### src/sv/mts_pkg.sv
// ----------------------------------------------------------------------------
// mts_pkg
// shared types and codes of the min tracking stack
// ----------------------------------------------------------------------------
`timescale 1ns / 1ps

package mts_pkg;

  localparam int DATA_W = 32;
  localparam int CAP_W  = 7;
  localparam logic [CAP_W-1:0] CAP_RESET = 7'd64;

  // request action codes, the unused code acts as a query
  typedef enum logic [1:0] {
    ACT_PUSH  = 2'd0,
    ACT_POP   = 2'd1,
    ACT_QUERY = 2'd2
  } action_e;

  // response status codes
  typedef enum logic [1:0] {
    ST_OK        = 2'd0,
    ST_OVERFLOW  = 2'd1,
    ST_UNDERFLOW = 2'd2
  } status_e;

  typedef struct packed {
    logic [1:0]               action;
    logic signed [DATA_W-1:0] push_value;
  } req_t;

  typedef struct packed {
    logic signed [DATA_W-1:0] popped_value;
    logic signed [DATA_W-1:0] top_value;
    logic signed [DATA_W-1:0] min_value;
    logic                     is_empty;
    logic                     is_full;
    status_e                  status;
  } rsp_t;

  // one stack entry: value and minimum of the stack up to it
  typedef struct packed {
    logic signed [DATA_W-1:0] value;
    logic signed [DATA_W-1:0] min_val;
  } entry_t;

  // shift command broadcast to the cell chain
  typedef struct packed {
    logic push;
    logic pop;
  } shift_t;

endpackage

### src/sv/mts_cell.sv
// ----------------------------------------------------------------------------
// mts_cell
// one stack slot, shifts down on push and up on pop
// ----------------------------------------------------------------------------
`timescale 1ns / 1ps

module mts_cell (
  input  logic            clk_i,
  input  mts_pkg::shift_t cmd_i,
  input  mts_pkg::entry_t above_i,
  input  mts_pkg::entry_t below_i,
  output mts_pkg::entry_t entry_o
);

  mts_pkg::entry_t entry_q;

  // take the neighbor toward the top on push, toward the bottom on pop
  always_ff @(posedge clk_i) begin
    if (cmd_i.push) begin
      entry_q <= above_i;
    end else if (cmd_i.pop) begin
      entry_q <= below_i;
    end
  end

  assign entry_o = entry_q;

endmodule

### config.mk
export PLATFORM = sky130hd
export DESIGN_NAME = mts_cell
export DESIGN_NICKNAME = d
export VERILOG_FILES = /design/src/sv/mts_pkg.sv /design/src/sv/mts_cell.sv
export SDC_FILE = /design/constraint.sdc
export NUM_CORES = 1
export LEC_CHECK = 0
export ABC_AREA = 0
export BUFFER_PORTS_ARGS = -buffer_cell sky130_fd_sc_hd__buf_2
export CAP_MARGIN = 25
export CORE_AREA = 5 5 105 107
export DETAILED_ROUTE_END_ITERATION = 10
export DIE_AREA = 0 0 110 112
export SLEW_MARGIN = 20
export SYNTH_ARGS = -nofsm -noshare
export SYNTH_HDL_FRONTEND = slang
export SYNTH_SLANG_ARGS = --single-unit
export TNS_END_PERCENT = 20
### constraint.sdc
create_clock -name clk_i -period 5.4 [get_ports clk_i]
set_input_delay 0.27 -clock clk_i [delete_from_list [all_inputs] [get_ports clk_i]]
set_output_delay 0.27 -clock clk_i [all_outputs]
set_load 0.005 [all_outputs]
# Word level (Yosys, flattened, before mapping)
# Cells that the tools add are included.
[totals]
ff_bits = 64
input_bits = 131
elab_cells = 5
[op_classes]
mux = 2
reduce_logical = 1
[ops]
columns = ["op", "count"]
rows = [
  ["2-to-1 mux 64 bit", 2],
  ["nonzero test 2 bit", 1],
]

# Longest topological paths before layout
[depth]
ltp_word = 2
mapped_depth = 3
mapped_depth_nobuf = 1

# Least setup slack after synthesis
# OpenSTA, ideal clock, no wires.
[synth_timing]
path_type = "input to register"
startpoint = "input cmd_i[1] (netlist name)"
endpoint = "register entry_q, in the netlist entry_o[0] (enable)"
arrival_time_ns = 2.019
path_slack_ns = 2.956
cell_stages = 3
path_cell_list = "buf_6 > buf_6 > or2_1"
[synth_via]
elab_chain_cells = 1
[synth_lines]
columns = ["element", "line_no", "text"]
rows = [
  ["start: declaration", "mts_cell.sv:9", "input mts_pkg::shift_t cmd_i,"],
  ["nonzero test 2 bit (no source line)", "--", ""],
  ["end signal: assignment", "mts_cell.sv:20", "entry_q <= above_i;"],
  ["end signal: assignment", "mts_cell.sv:22", "entry_q <= below_i;"],
  ["end: declaration", "mts_cell.sv:15", "mts_pkg::entry_t entry_q;"],
]
# Every way passes these cells.
# A chain may end at the register's enable or synchronous reset.

# Final worst setup path
[layout_timing]
startpoint = "input cmd_i[0] (netlist name)"
endpoint = "register entry_q, in the netlist entry_o[52] (enable)"
# The elaborated chain is that of the path after synthesis.

==> flow_metrics.py <==
metrics = {
    "placed_design": {
        "port_buffers": 194,
        "dp_cells": 461,
        "gpl.final_weighted_congestion": 0.688,
        "dp_slack_ns": 3.52,
    },
    "routing": {
        "vias_per_cell": 4.00,
        "drc_errors": 0,
        "drt_wl_total_um": 6840,
        "initialDrtViolationCount": 65,
        "vias": 1901,
        "first_pass_iters": 4,
        "postRouteAntennaNets": 0,
        "wire_per_inst_um": 14.4,
    },
    "clock_network": {
        "h-tree-depth": 3,
        "cts_tree": "done",
        "clk_pin_slew_worst_paths_ns": 0.07,
        "cts_resized": 0,
        "cts_setup_buffers": 0,
        "numCtsBuffers": 9,
        "cts_hold_repair.buffers": 0,
        "cts_sinks": 64,
        "cts_root_buffer": "clkbuf_8",
        "cts_max_path_buffers": 2,
    },
    "yosys": {
        "synth_cell_type_count": 6,
        "yosys_register_bits": 64,
        "async_flop_share_pct": 0,
        "ys_warn_count": 0,
        "synthesis.area_um2": 2910,
        "synth_cells": 136,
        "avgSynthCellArea_um2": 21.4,
        "post-synth-top-count-cell": "edfxtp_1",
        "synth_top_area_cell": "edfxtp_1",
        "synth_top_cells_by_count": "edfxtp_1 (64), mux2_4 (49), mux2_2 (15), buf_6 (6)",
        "ys_seq_area_share_pct": 66.1,
        "ys_top_cells_by_area": "edfxtp_1 (66%), mux2_4 (25%), mux2_2 (5.8%)",
        "synth.top_cell.area_share_pct": 66.1,
        "synth-edff-count": 64,
        "synthFlopType": "edfxtp_1",
        "syn-num-nets": 267,
    },
    "sta": {
        "max_slew_margin_pct": 57.4,
        "setup_viol": 0,
        "finalCriticalPeriod_ns": 1.46,
        "tns_ns": 0,
        "rsz0062_at_grt": "false",
        "fin_crit_sh_pct": 27.0,
        "finalMaxSlewViolations": 0,
        "worst_pin_slew_ns": 0.640,
        "holdWs_ns": 0.232,
        "fmax_ghz": 0.687,
        "fin_ws_ns": 3.94,
        "hold_violations": 0,
    },
    "floorplan": {
        "dieHeight_um": 112,
        "pin_count": 195,
        "die_area_um2": 12300,
        "die_w_um": 110,
        "initial_core_util_pct": 28.9,
        "core_area_um2": 10000,
        "fp-row-count": 37,
    },
    "pwr": {
        "power.leakage_nw": 1.98,
        "total_power_mw": 1.14,
        "peakVddDrop_uv": 85.1,
        "power.density_nw_per_um2": 273,
    },
    "finish": {
        "post_route_cells_drive_above_1_share_pct": 80.5,
        "insertedDiodeCount": 0,
        "area_growth_pct": 43.2,
        "fillers": 951,
        "layout.nets": 468,
        "largest_reg_flops": 64,
        "fin_cells": 475,
    },
    "worst_setup_path": {
        "cp_max_fo": 37,
        "cp_data_required_time_ns": 5.37,
        "start_kind": "input pin",
        "crit_arrival_ns": 1.43,
        "worst_setup_path_end_kind": "flip-flop",
        "crit_type": "input pin to flip-flop",
    },
    "global_route": {
        "antenna_found_initial": 0,
        "grt_pass1_wl_um": 9670,
        "grt_pass1_vias": 1932,
        "grt_max_degree": 65,
        "grt_overflow": 0,
        "grtUsageTotal_pct": 10.6,
    },
    "run_status": {
        "run_status": "complete, no violations",
    },
    "job": {
        "cap_violations": 0,
    },
    "hold_path": {
        "holdPathStages": 2,
        "hp-class": "input pin to flip-flop",
    },
}
## kinds of logic after synthesis
logic type | count (synthesis) | share of synthesized area, %
mux | 64 | 31.1
flops | 64 | 66.1
buf+inv | 7 | 2.50
simple gates | 1 | 0.215
## worst max-delay path, stage by stage
cell and delay [ns]:
buf_2 0.09, or2_2 0.52, buf_4 0.53
## layout by cell type (no fill, tap or decap), drive strengths merged
cell type / count
or2: 1
clkinv: 2
clkbuf: 11
mux2: 64
edfxtp: 64
buf: 197
## power by group
| part | internal (mW) | total (mW) | switching [mW] |
|---|---|---|---|
| Combinational | 0.120 | 0.193 | 0.0734 |
| Sequential | 0.610 | 0.623 | 0.0131 |
| Clock | 0.157 | 0.321 | 0.163 |
## final timing paths
| kind | from | to | slack, ns |
|---|---|---|---|
| setup / recovery | cmd_i[0] | entry_o[52]$_DFFE_PP_ | 3.94 |
| hold / removal | above_i[27] | entry_o[27]$_DFFE_PP_ | 0.23 |
## per-layer routing
layer  up-vias  wire (µm)  track usage (%)
met5         -          0                0
met4         0        144             5.40
met3        11        733             3.94
met2       107       3400             17.2
met1       850       2560             12.0
li1        933          -                -
## stage by stage
step                      area [µm²]  util (%)
final                           4160      41.4
after global routing            4160      41.4
after CTS                       4130      41.1
after detailed placement        3990      39.7
after global placement          3990      39.7
after floorplan                 2910         -
## final cells by class
cell class              instances  area [µm²]  area share (%)
multi-input cells              65         911            21.9
clock inverters                 2        10.0           0.241
clock buffers                  11         131            3.16
well taps                     136         170            4.09
repair buffers                197        1020            24.4
flip-flops and latches         64        1920            46.2
(Power assumes the default switching activity.)
