`src/sv/mts_pkg.sv`:
```
// ----------------------------------------------------------------------------
// mts_pkg
// shared types and codes of the min tracking stack
// ----------------------------------------------------------------------------
`timescale 1ns / 1ps

package mts_pkg;

  localparam int DATA_W = 32;
  localparam int CAP_W  = 7;
  localparam logic [CAP_W-1:0] CAP_RESET = 7'd64;

  // request action codes, the unused code acts as a query
  typedef enum logic [1:0] {
    ACT_PUSH  = 2'd0,
    ACT_POP   = 2'd1,
    ACT_QUERY = 2'd2
  } action_e;

  // response status codes
  typedef enum logic [1:0] {
    ST_OK        = 2'd0,
    ST_OVERFLOW  = 2'd1,
    ST_UNDERFLOW = 2'd2
  } status_e;

  typedef struct packed {
    logic [1:0]               action;
    logic signed [DATA_W-1:0] push_value;
  } req_t;

  typedef struct packed {
    logic signed [DATA_W-1:0] popped_value;
    logic signed [DATA_W-1:0] top_value;
    logic signed [DATA_W-1:0] min_value;
    logic                     is_empty;
    logic                     is_full;
    status_e                  status;
  } rsp_t;

  // one stack entry: value and minimum of the stack up to it
  typedef struct packed {
    logic signed [DATA_W-1:0] value;
    logic signed [DATA_W-1:0] min_val;
  } entry_t;

  // shift command broadcast to the cell chain
  typedef struct packed {
    logic push;
    logic pop;
  } shift_t;

endpackage

```
`src/sv/mts_ctrl.sv`:
```
// ----------------------------------------------------------------------------
// mts_ctrl
// request decode, fill level, capacity register and response register
// ----------------------------------------------------------------------------
`timescale 1ns / 1ps

module mts_ctrl #(
  parameter int DEPTH = 64
) (
  input  logic                       clk_i,
  input  logic                       rst_ni,
  input  logic                       req_valid_i,
  output logic                       req_ready_o,
  input  mts_pkg::req_t              req_i,
  output logic                       rsp_valid_o,
  input  logic                       rsp_ready_i,
  output mts_pkg::rsp_t              rsp_o,
  input  logic                       cfg_we_i,
  input  logic [mts_pkg::CAP_W-1:0]  cfg_wdata_i,
  input  mts_pkg::entry_t            top_i,
  input  mts_pkg::entry_t            next_i,
  output mts_pkg::shift_t            cmd_o,
  output mts_pkg::entry_t            push_entry_o
);

  localparam int LW = $clog2(DEPTH + 1);
  localparam int CW = (LW > mts_pkg::CAP_W) ? LW : mts_pkg::CAP_W;

  logic [mts_pkg::CAP_W-1:0] cap_q;
  logic [LW-1:0]             level_q, level_d;
  logic                      rsp_valid_q, rsp_valid_d;
  mts_pkg::rsp_t             rsp_q, rsp_d;

  logic [CW-1:0]             cap_ext, eff_cap;
  logic                      full_now, empty_now, accept;
  logic                      do_push, do_pop;
  mts_pkg::status_e          status;
  logic signed [mts_pkg::DATA_W-1:0] new_min;

  // capacity clamped to one .. DEPTH
  always_comb begin
    cap_ext = CW'(cap_q);
    if (cap_ext == '0) begin
      eff_cap = CW'(1);
    end else if (cap_ext > CW'(DEPTH)) begin
      eff_cap = CW'(DEPTH);
    end else begin
      eff_cap = cap_ext;
    end
  end

  assign full_now  = CW'(level_q) >= eff_cap;
  assign empty_now = (level_q == '0);

  // one request in flight at the response register
  assign req_ready_o = !rsp_valid_q || rsp_ready_i;
  assign accept      = req_valid_i && req_ready_o;

  // action decode
  always_comb begin
    do_push = 1'b0;
    do_pop  = 1'b0;
    status  = mts_pkg::ST_OK;
    unique case (req_i.action)
      mts_pkg::ACT_PUSH: begin
        if (full_now) begin
          status = mts_pkg::ST_OVERFLOW;
        end else begin
          do_push = accept;
        end
      end
      mts_pkg::ACT_POP: begin
        if (empty_now) begin
          status = mts_pkg::ST_UNDERFLOW;
        end else begin
          do_pop = accept;
        end
      end
      default: begin
        status = mts_pkg::ST_OK;
      end
    endcase
  end

  // running minimum for the new top entry
  always_comb begin
    if (!empty_now && !($signed(req_i.push_value) < $signed(top_i.min_val))) begin
      new_min = top_i.min_val;
    end else begin
      new_min = req_i.push_value;
    end
  end

  assign push_entry_o.value   = req_i.push_value;
  assign push_entry_o.min_val = new_min;
  assign cmd_o.push           = do_push;
  assign cmd_o.pop            = do_pop;

  // next fill level
  always_comb begin
    level_d = level_q;
    if (do_push) begin
      level_d = level_q + LW'(1);
    end else if (do_pop) begin
      level_d = level_q - LW'(1);
    end
  end

  // response as it stands after the operation
  always_comb begin
    rsp_d.popped_value = do_pop ? top_i.value : '0;
    rsp_d.status       = status;
    rsp_d.is_empty     = (level_d == '0);
    rsp_d.is_full      = CW'(level_d) >= eff_cap;
    if (do_push) begin
      rsp_d.top_value = req_i.push_value;
      rsp_d.min_value = new_min;
    end else if (do_pop) begin
      if (level_d == '0) begin
        rsp_d.top_value = '0;
        rsp_d.min_value = '0;
      end else begin
        rsp_d.top_value = next_i.value;
        rsp_d.min_value = next_i.min_val;
      end
    end else if (empty_now) begin
      rsp_d.top_value = '0;
      rsp_d.min_value = '0;
    end else begin
      rsp_d.top_value = top_i.value;
      rsp_d.min_value = top_i.min_val;
    end
  end

  // response valid handshake
  always_comb begin
    if (accept) begin
      rsp_valid_d = 1'b1;
    end else if (rsp_ready_i) begin
      rsp_valid_d = 1'b0;
    end else begin
      rsp_valid_d = rsp_valid_q;
    end
  end

  // control state
  always_ff @(posedge clk_i or negedge rst_ni) begin
    if (!rst_ni) begin
      cap_q       <= mts_pkg::CAP_RESET;
      level_q     <= '0;
      rsp_valid_q <= 1'b0;
    end else begin
      if (cfg_we_i) begin
        cap_q <= cfg_wdata_i;
      end
      level_q     <= level_d;
      rsp_valid_q <= rsp_valid_d;
    end
  end

  // response payload
  always_ff @(posedge clk_i) begin
    if (accept) begin
      rsp_q <= rsp_d;
    end
  end

  assign rsp_valid_o = rsp_valid_q;
  assign rsp_o       = rsp_q;

endmodule

```
`config.mk`:
```
export PLATFORM = sky130hd
export DESIGN_NAME = mts_ctrl
export DESIGN_NICKNAME = d
export VERILOG_FILES = /design/src/sv/mts_pkg.sv /design/src/sv/mts_ctrl.sv
export SDC_FILE = /design/constraint.sdc
export NUM_CORES = 1
export LEC_CHECK = 0
export BUFFER_PORTS_ARGS = -buffer_cell sky130_fd_sc_hd__buf_2
export CAP_MARGIN = 5
export CELL_PAD_IN_SITES_DETAIL_PLACEMENT = 0
export CELL_PAD_IN_SITES_GLOBAL_PLACEMENT = 1
export CORE_MARGIN = 2
export CORE_UTILIZATION = 35
export DETAILED_ROUTE_END_ITERATION = 16
export GPL_ROUTABILITY_DRIVEN = 0
export PLACE_DENSITY = 0.82
export SLEW_MARGIN = 20
export SYNTH_ARGS = -nofsm -noshare
export SYNTH_HDL_FRONTEND = slang
export SYNTH_SLANG_ARGS = --single-unit
```
`constraint.sdc`:
```
create_clock -name clk_i -period 11.9 [get_ports clk_i]
set_clock_uncertainty 0.2 [all_clocks]
set_input_delay 1.785 -clock clk_i [delete_from_list [all_inputs] [get_ports clk_i]]
set_output_delay 1.785 -clock clk_i [all_outputs]
set_load 0.01 [all_outputs]
```
After elaboration in Yosys (flattened, before gate mapping)
Index checks and enable logic that the tools add are counted.

storage, ports and cells
  flip-flop bits (word level) = 115
  bits in latches = 0
  bits in writable memories = 0
  ROM bits = 0
  input port bits = 174
  output and inout bits = 168
  logic and storage cells = 45
  memories = 0

operators by class
  add/subtract/negate cells = 2
  multipliers = 0
  divide/modulo/power cells = 0
  magnitude comparators = 4
  eq/ne operators = 1
  shift operators = 0
  muxes and demuxes = 18
  bitwise gates (word level) = 0
  reductions and logical operators = 11

operators by type and width
  operator               count
  $mux W64               4
  $lt A32 B32 Y1         1
  $mux W32               1
  $mux W7                4
  $logic_not A7 Y1       3
  $ge A7 B7 Y1           2
  $add A7 B1 Y7 const B  1
  $gt A7 B7 Y1 const B   1
  $mux W1                7
  $sub A7 B1 Y7 const B  1
  $pmux W2 S2            1
  $logic_not A1 Y1       3
  $eq A2 B1 Y1 const B   1
  $logic_and A1 B1 Y1    2
  $logic_not A2 Y1       1
  $mux W2                1
  $reduce_bool A2 Y1     1
  $logic_or A1 B1 Y1     1

Longest topological paths before layout
Gate-level depths: netlist (run 1).

  depth after elaboration = 11
  mapped depth = 22
  mapped depth without buffers = 21

Least setup slack after synthesis (run 1)
Ideal clock, no wire load.

  path kind = input-to-output
  start point = in rsp_ready_i
  end point = out cmd_o[1] (netlist bit)
  data arrival time = 7878 ps
  path slack = 2037 ps
  stages on the path = 8
  path buffers = 3
  cell sequence = nor2b_4 > nor2_1 > nand2_1 > or2_1 > buf_2 > inv_2 > clkbuf_1 > buf_4

on the way
  cells in the longest elaborated chain, start to end = 4

ends and longest elaborated chain
  element              line            RTL
  start, declared      mts_ctrl.sv:16  input logic rsp_ready_i,
  $logic_or A1 B1 Y1   mts_ctrl.sv:56  assign req_ready_o = !rsp_valid_q || rsp_ready_i;
  $logic_and A1 B1 Y1  mts_ctrl.sv:57  assign accept = req_valid_i && req_ready_o;
  net accept           mts_ctrl.sv:35  logic full_now, empty_now, accept;
  $mux W1              mts_ctrl.sv:66  if (full_now) begin
  $mux W1              mts_ctrl.sv:64  unique case (req_i.action)
  end, declared        mts_ctrl.sv:22  output mts_pkg::shift_t cmd_o,

The timed path passes the listed nets, and every way through them passes these cells.

==> results.yml, run 1 <==
placement:
  place_inst: 1223
  portBuffers: 341
  dp_hpwl_mm: 17.3
  dp_slack_ps: 4570
global_route:
  grt_overflow: 0
  antenna_found_initial: 1
  grt_pass1_wl_mm: 35.3
  grt_pass1_vias: 6137
  grt_max_degree: 69
  track_usage_pct: 21.5
timing:
  hold_violations: 0
  hold_ws_ps: 307
  finalCritPeriodShare_pct: 60.3
  finalCriticalPeriod_ps: 7170
  rsz0062_at_grt: "no"
  report.final.slew_viol_count: 0
  fmaxAchievable_mhz: 139
  setup_viol: 0
  slew_headroom_pct: 29.6
  tightest_slew_ps: 1060
  fin_ws_ps: 4730
  tns_ps: 0
final_layout:
  syn_to_final_growth_pct: 31.7
  layout.nets: 1194
  n_fill_cell: 1975
  drive_gt1_share_pct: 44.0
  post_layout_nonfiller_instances: 1256
routing:
  wire_per_inst_um: 18.9
  drtAntennaViolNets: 0
  vias: 6375
  first_pass_iters: 5
  via_per_inst: 5.08
  first_iter_violations: 363
  drc: 0
  drt-total-wl_mm: 23.8
synth:
  synth_top_area_share_pct: 41.6
  yosys.cell_types.count: 52
  synthArstFlopShare_pct: 13.0
  synthFlopType: "edfxtp_1"
  ys_warn_count: 0
  ys_seq_area_share_pct: 46.9
  synth-edff-count: 100
  synth_fp_nets: 902
  synth_area_leaders: "edfxtp_1 42%, ha_1 8.3%, mux2_2 5.9%"
  syn_area_mm2: 0.00721
  yosysMostFrequentCell: "edfxtp_1"
  synth_area_leader_cell: "edfxtp_1"
  netlist_instances: 680
  syn_avg_cell_area_um2: 10.6
  synth_common_cells: "100 x edfxtp_1, 89 x nand2_1, 48 x ha_1"
  synth-seq-cells: 115
cts:
  htreeDepth: 4
  cts_tree: "done"
  cts_setup_buffers: 0
  insertion_delay_ps: 420
  hold_buffers: 0
  clockRootBuffer: "clkbuf_16"
  path_clk_slew_ps: 60
  cts.sinks: 115
  cts_buffers: 17
  clock_path_buffers: 2
  post_cts_resized: 0
worst_setup_path:
  cp_common_cell: "buf_2"
  crit_path_max_fanout: 32
  max_stage_delay_ps: 830
  worstSetupStartpointType: "primary input"
  cp.required_ps: 9920
  worstSetupEndpointType: "primary output"
  cp_data_arrival_time_ps: 5190
  crit_type: "in2out"
  critPathSlowestCell: "nand2_2"
  worstPathCellList: "buf_2 > ha_1 > a21oi_1 > o21ai_0 > a221o_1 > a211oi_1 > nand3_1 > nand2_2 > mux2_2 > buf_2"
floorplanning:
  floorplan.io_pins: 342
  core_area_mm2: 0.0202
  fp-row-count: 52
  die_area_mm2: 0.0218
  start_util_pct: 35.6
  die_h_um: 148
  dieWidth_um: 148
power_and_ir_drop:
  fin_total_pwr_mw: 1.52
  p_leak_nw: 4.61
  worst_ir_drop_vdd_v: 0.0000996
  p_per_area_mw_per_mm2: 160
outcome:
  status: "complete, no violations"
job:
  max-cap-violations: 0
hold_path:
  min-delay-path-class: "reg2reg"
[metrics by stage]
step                      util (%)  cell area [um2]
final                         46.9             9500
after global placement        44.0             8900
after CTS                     46.9             9500
after global routing          46.9             9500
after detailed placement      44.0             8900
after floorplan                  -             7210
[cell type report]
cell class	instances	area (um2)	area share, %
Clock inverter	13	159	1.67
Inverter	43	161	1.70
Timing Repair Buffer	346	1740	18.4
Tap cell	270	338	3.56
Clock buffer	19	433	4.56
Sequential cell	115	3380	35.6
Antenna cell	1	2.50	0.0263
Multi-Input combinational cell	449	3280	34.5
[metal layers]
metal	global-route usage (%)	vias up	share of wire (%)	wire, um
met3	3.58	31	6.2	1470
met5	0	-	0	0
li1	-	3045	-	-
met4	7.88	0	2.2	528
met1	27.5	3019	42	10100
met2	36.5	280	49	11700
[cells by family (layout without fill, tap and decap cells)]
| kind of cell | after synthesis | after routing | synth area share (%) |
|---|---|---|---|
| other cells | 0 | 1 | 0 |
| compound gates | 117 | 117 | 13.3 |
| mux | 38 | 38 | 5.93 |
| simple gates | 240 | 240 | 16.6 |
| fa+ha+maj | 48 | 48 | 8.33 |
| xor+xnor | 6 | 6 | 0.729 |
| flops | 115 | 115 | 46.9 |
| buf+inv | 116 | 421 | 8.33 |
[flip-flops by register name, indices dropped and copies added, names as in the netlist]
signal       count
rsp_valid_o      1
rsp_o          100
level_q          7
cap_ext          7
[cells in the final DEF (no fill, tap or decap), types with 2 or more instances in the layout]
master / netlist / routed
nor4_1: 3 / 3
nand2b_1: 5 / 5
clkbuf_16: 0 / 17
or3_1: 3 / 3
o21a_1: 2 / 2
ha_1: 48 / 48
inv_1: 41 / 41
and4_1: 3 / 2
a211oi_1: 3 / 3
edfxtp_1: 100 / 100
a221o_1: 33 / 33
nand3_1: 37 / 37
mux2_2: 38 / 38
xor2_1: 2 / 2
bufinv_16: 0 / 3
inv_6: 0 / 2
nor2b_1: 2 / 2
a21oi_1: 16 / 15
o31ai_1: 4 / 3
a31oi_1: 3 / 3
clkinvlp_4: 0 / 3
clkbuf_1: 18 / 2
o21ai_0: 7 / 7
nand2_1: 89 / 88
buf_2: 12 / 341
xnor2_1: 4 / 4
inv_2: 2 / 2
and3_1: 2 / 2
dfrtp_1: 14 / 14
nor2_1: 12 / 11
and2_1: 36 / 35
nor3_1: 38 / 38
buf_4: 34 / 5
nand4_1: 5 / 5
a21o_1: 36 / 36
clkinv_2: 0 / 4
[power by group]
part,leakage (nW),internal [mW],total (mW),switching [mW]
Clock,0.284,0.329,0.529,0.200
Combinational,3.18,0.199,0.457,0.258
Sequential,1.15,0.499,0.535,0.0361
[path summary, 6_finish.rpt]
kind                       depth (start not counted)  startpoint          endpoint  slack (ps)
max                                               10   req_i[21]  push_entry_o[19]        4730
min                                                1  cap_ext[0]        cap_ext[0]         310
max reg2reg                                       21  cap_ext[2]          rsp_o[2]        6400
min reg2reg                                        1  cap_ext[0]        cap_ext[0]         310
max in group asynchronous                          1      rst_ni        cap_ext[6]       10110
min in group asynchronous                          1      rst_ni        cap_ext[3]        1080
[worst max-delay path, delay by kind of cell]
family	cells	cell delay, ps
compound gates	4	1210
simple gates	2	1140
mux	1	420
fa+ha+maj	1	330
buf+inv	2	270
(Power assumes the default switching activity.)
==> run 2, diff against run 1 <==
Clock period 11.9 ns to 7.4 ns, I/O delays scaled along.
==> run 2 against run 1 <==
Against the previous run: sequential share of layout area about the same; non-clock buffer count grew 1; global-route usage increased by 0.10 points; worst hold slack better by 12 ps; critical path depth unchanged; via count decreased by 0.14%; largest cell class unchanged.
==> results.yml, run 2 (synthesis results as in run 1) <==
power_and_ir_drop:
  p_per_area_mw_per_mm2: 255
  p_leak_nw: 4.61
  worst_ir_drop_vdd_v: 0.000153
routing:
  first_pass_iters: 5
  via_per_inst: 5.06
  drtAntennaViolNets: 0
  drt-total-wl_mm: 24.0
  vias: 6366
  first_iter_violations: 354
  drc: 0
  wire_per_inst_um: 19.1
global_route:
  antenna_found_initial: 2
  grt_pass1_wl_mm: 35.8
  grt_pass1_vias: 6190
  track_usage_pct: 21.6
  grt_overflow: 0
  grt_max_degree: 57
worst_setup_path:
  crit_start: "req_i[31]"
  crit_type: "in2out"
  cp_common_cell: "buf_2"
  cp_data_arrival_time_ps: 4570
  worstSetupStartpointType: "primary input"
  crit_path_max_fanout: 32
  worstSetupEndpointType: "primary output"
  critPathSlowestCell: "nor4_1"
  crit_family: "simple AND/OR/NAND/NOR gates"
  crit_buf_inv: 2
  max_stage_delay_ps: 770
  cp.required_ps: 6090
  worstPathCellList: "buf_2 > ha_1 > nand4_1 > nor4_1 > o311a_1 > a21oi_1 > nand3_1 > nand2_2 > mux2_2 > buf_2"
  worstReg2RegStart: "cap_ext[2]"
final_layout:
  post_layout_nonfiller_instances: 1258
  syn_to_final_growth_pct: 31.7
  register_area_mm2: 0.00338
  n_fill_cell: 1994
  multiInputGateArea_mm2: 0.00328
  final_cell_area_mm2: 0.00950
  largest_reg_flops: 100
  layout.nets: 1195
  mostFrequentLayoutCells: "341 x buf_2, 100 x edfxtp_1, 88 x nand2_1"
  layout_commonest_cell: "buf_2"
  drive_gt1_share_pct: 44.2
cts:
  cts_buffers: 17
  insertion_delay_ps: 420
  cts_setup_buffers: 0
  path_clk_slew_ps: 60
  hold_buffers: 0
  clockRootBuffer: "clkbuf_16"
  cts.sinks: 115
  cts_tree: "done"
  clock_path_buffers: 2
  post_cts_resized: 0
  htreeDepth: 4
floorplanning:
  core_area_mm2: 0.0202
  die_area_mm2: 0.0218
  floorplan.io_pins: 342
  start_util_pct: 35.6
  dieWidth_um: 148
  fp-row-count: 52
  die_h_um: 148
timing:
  finalCritPeriodShare_pct: 79.5
  hold_violations: 0
  setup_viol: 0
  fmaxAchievable_mhz: 170
  tightest_slew_ps: 1060
  rsz0062_at_grt: "no"
  tns_ps: 0
  finalCriticalPeriod_ps: 5880
  slew_headroom_pct: 29.1
  report.final.slew_viol_count: 0
job:
  max-cap-violations: 0
placement:
  place_area_mm2: 0.00891
  dp_hpwl_mm: 17.3
  portBuffers: 341
  place_inst: 1224
outcome:
  status: "complete, no violations"
hold_path:
  worstHoldStart: "cap_ext[0]"
  min-delay-path-class: "reg2reg"
## run 2: area by class of cell
| type | instances | share of cell area (%) |
|---|---|---|
| tap | 270 | 3.56 |
| timing repair buffer | 347 | 18.4 |
| inverter | 43 | 1.70 |
| multi-input combinational | 449 | 34.5 |
| sequential | 115 | 35.6 |
| clock buffer | 17 | 4.48 |
| antenna | 2 | 0.0527 |
| clock inverter | 15 | 1.66 |
## run 2: path summary, 6_finish.rpt
| path | to | slack, ps | cells past startpoint |
|---|---|---|---|
| max | push_entry_o[6] | 1520 | 10 |
| min | cap_ext[0] | 320 | 1 |
| max reg2reg | rsp_o[2] | 1880 | 21 |
| min reg2reg | cap_ext[0] | 320 | 1 |
| max in group asynchronous | cap_ext[6] | 6310 | 1 |
| min in group asynchronous | rsp_valid_o | 390 | 1 |
## run 2: stage by stage
stage | hold slack [ps] | setup WS [ps] | utilization, % | power [mW]
after floorplan | 282 | 580 | - | 1.35
after global placement | 298 | 1570 | 44.0 | 1.60
after detailed placement | 310 | 1470 | 44.0 | 1.61
after CTS | 323 | 1470 | 46.9 | 2.44
after global routing | 348 | 1280 | 46.9 | 2.55
final | 319 | 1520 | 46.9 | 2.42
## run 2: metal layers
layer | GRT usage (%) | share of wire [%] | vias up | wire (um)
li1 | - | - | 3039 | -
met5 | 0 | 0 | - | 0
met4 | 7.21 | 1.9 | 0 | 452
met3 | 4.54 | 6.2 | 28 | 1500
met1 | 27.0 | 41 | 3044 | 9950
met2 | 37.1 | 50 | 255 | 12100
## run 2: power by group
part / switching [mW] / internal, mW / leakage (nW)
Clock: 0.326 / 0.498 / 0.276
Sequential: 0.0574 / 0.802 / 1.15
Combinational: 0.418 / 0.321 / 3.18
Total: 0.801 / 1.62 / 4.61
==> run 3, diff against run 2 <==
Settings changed: CORE_UTILIZATION 35 to 32, PLACE_DENSITY 0.82 to 0.79.
Clock period 7.4 ns to 4.9 ns, I/O delays scaled along.
==> run 3 against run 2 <==
Against the previous run: flip-flop and latch count did not move; utilization fell by 3.3 points; largest power group unchanged; critical endpoint is now push_entry_o[26]; largest cell class unchanged; die area rose by 9.1%; final area rose by 0.88%.
==> results.yml, run 3 (synthesis results as in run 1) <==
floorplanning:
  floorplan.io_pins: 342
  core_area_mm2: 0.0220
  die_h_um: 154
  dieWidth_um: 154
  start_util_pct: 32.8
  fp-row-count: 54
  die_area_mm2: 0.0238
routing:
  first_pass_iters: 5
  drt-total-wl_mm: 24.5
  wire_per_inst_um: 19.2
  drtAntennaViolNets: 0
  vias: 6404
  first_iter_violations: 392
  drc: 0
  via_per_inst: 5.02
timing:
  tns_ps: 0
  finalCritPeriodShare_pct: 92.0
  fmaxAchievable_mhz: 222
  report.final.slew_viol_count: 0
  finalCriticalPeriod_ps: 4510
  tightest_slew_ps: 873
  rsz0062_at_grt: "no"
  setup_viol: 0
  hold_violations: 0
  slew_headroom_pct: 41.8
placement:
  dp_hpwl_mm: 18.2
  portBuffers: 341
  place_inst: 1243
worst_setup_path:
  cp_data_arrival_time_ps: 3570
  worstSetupEndpointType: "primary output"
  critPathSlowestCell: "nor4_1"
  worstPathCellList: "buf_2 > ha_1 > nand4_1 > nor4_1 > o311a_1 > a21oi_1 > nand3_1 > nand2_2 > buf_12 > mux2_2 > buf_2"
  crit_path_max_fanout: 21
  cp_common_cell: "buf_2"
  max_stage_delay_ps: 610
  cp.required_ps: 3960
  crit_type: "in2out"
  worstSetupStartpointType: "primary input"
power_and_ir_drop:
  p_per_area_mw_per_mm2: 379
  worst_ir_drop_vdd_v: 0.000205
  p_leak_nw: 4.65
cts:
  hold_buffers: 0
  cts_setup_buffers: 0
  cts_tree: "done"
  cts_buffers: 17
  path_clk_slew_ps: 60
  clockRootBuffer: "clkbuf_16"
  post_cts_resized: 0
  cts.sinks: 115
  insertion_delay_ps: 410
  clock_path_buffers: 2
  htreeDepth: 4
global_route:
  grt_pass1_wl_mm: 36.7
  grt_pass1_vias: 6235
  antenna_found_initial: 3
  grt_max_degree: 61
  grt_overflow: 0
  track_usage_pct: 20.5
final_layout:
  post_layout_nonfiller_instances: 1275
  largest_reg_flops: 100
  syn_to_final_growth_pct: 32.9
  mostFrequentLayoutCells: "341 x buf_2, 100 x edfxtp_1, 88 x nand2_1"
  layout_commonest_cell: "buf_2"
  register_area_mm2: 0.00338
  layout.nets: 1204
  n_fill_cell: 2213
  n_antenna_cell: 0
  multiInputGateArea_mm2: 0.00328
  finish.utilization_pct: 43.6
  drive_gt1_share_pct: 44.5
hold_path:
  min-delay-path-class: "in2async"
outcome:
  status: "complete, no violations"
job:
  max-cap-violations: 0
[run 3: worst paths after layout]
path | from | to | slack (ps) | cells after the start
worst max-delay path | req_i[30] | push_entry_o[26] | 390 | 11
worst min register to register | cap_ext[0] | cap_ext[0] | 320 | 1
worst max register to register | cap_ext[2] | rsp_o[35] | 460 | 14
worst min-delay path | rst_ni | rsp_valid_o | 20 | 1
max in group asynchronous | rst_ni | cap_ext[6] | 4170 | 1
min in group clk_i | cap_ext[0] | cap_ext[0] | 320 | 1
[run 3: worst max-delay path: cells and delay by family]
| kind | cells | cell delay, ps |
|---|---|---|
| and+or+nand+nor | 4 | 1360 |
| buffers and inverters | 3 | 540 |
| AOI/OAI and AO/OA | 2 | 330 |
| adders and majority gates | 1 | 320 |
| muxes | 1 | 280 |
[run 3: cell type report]
| type | instances | share of cell area [%] |
|---|---|---|
| Sequential cell | 115 | 35.3 |
| Multi-Input combinational cell | 449 | 34.3 |
| Timing Repair Buffer | 356 | 19.2 |
| Clock buffer | 23 | 4.99 |
| Tap cell | 280 | 3.66 |
| Inverter | 43 | 1.74 |
| Clock inverter | 9 | 0.849 |
[run 3: per-stage QoR]
step	power, mW	cell area [um2]	hold slack [ps]	worst slack, ps
floorplan	2.05	7230	239	-99.1
global placement	2.45	9020	297	423
detailed placement	2.46	9020	312	366
CTS	3.68	9580	18.1	361
global route	3.84	9580	34.2	90.5
finish	3.63	9580	23.1	393
[run 3: report_power, final]
| group | leakage (nW) | switching [mW] | internal, mW |
|---|---|---|---|
| combinational | 3.24 | 0.637 | 0.500 |
| clock | 0.269 | 0.461 | 0.735 |
| sequential | 1.15 | 0.0879 | 1.21 |
[run 3: metal layers]
metal	wire length, um	GRT usage (%)
met1	10500	26.1
met2	11900	34.7
met3	1600	4.43
met4	464	6.50
met5	37	0
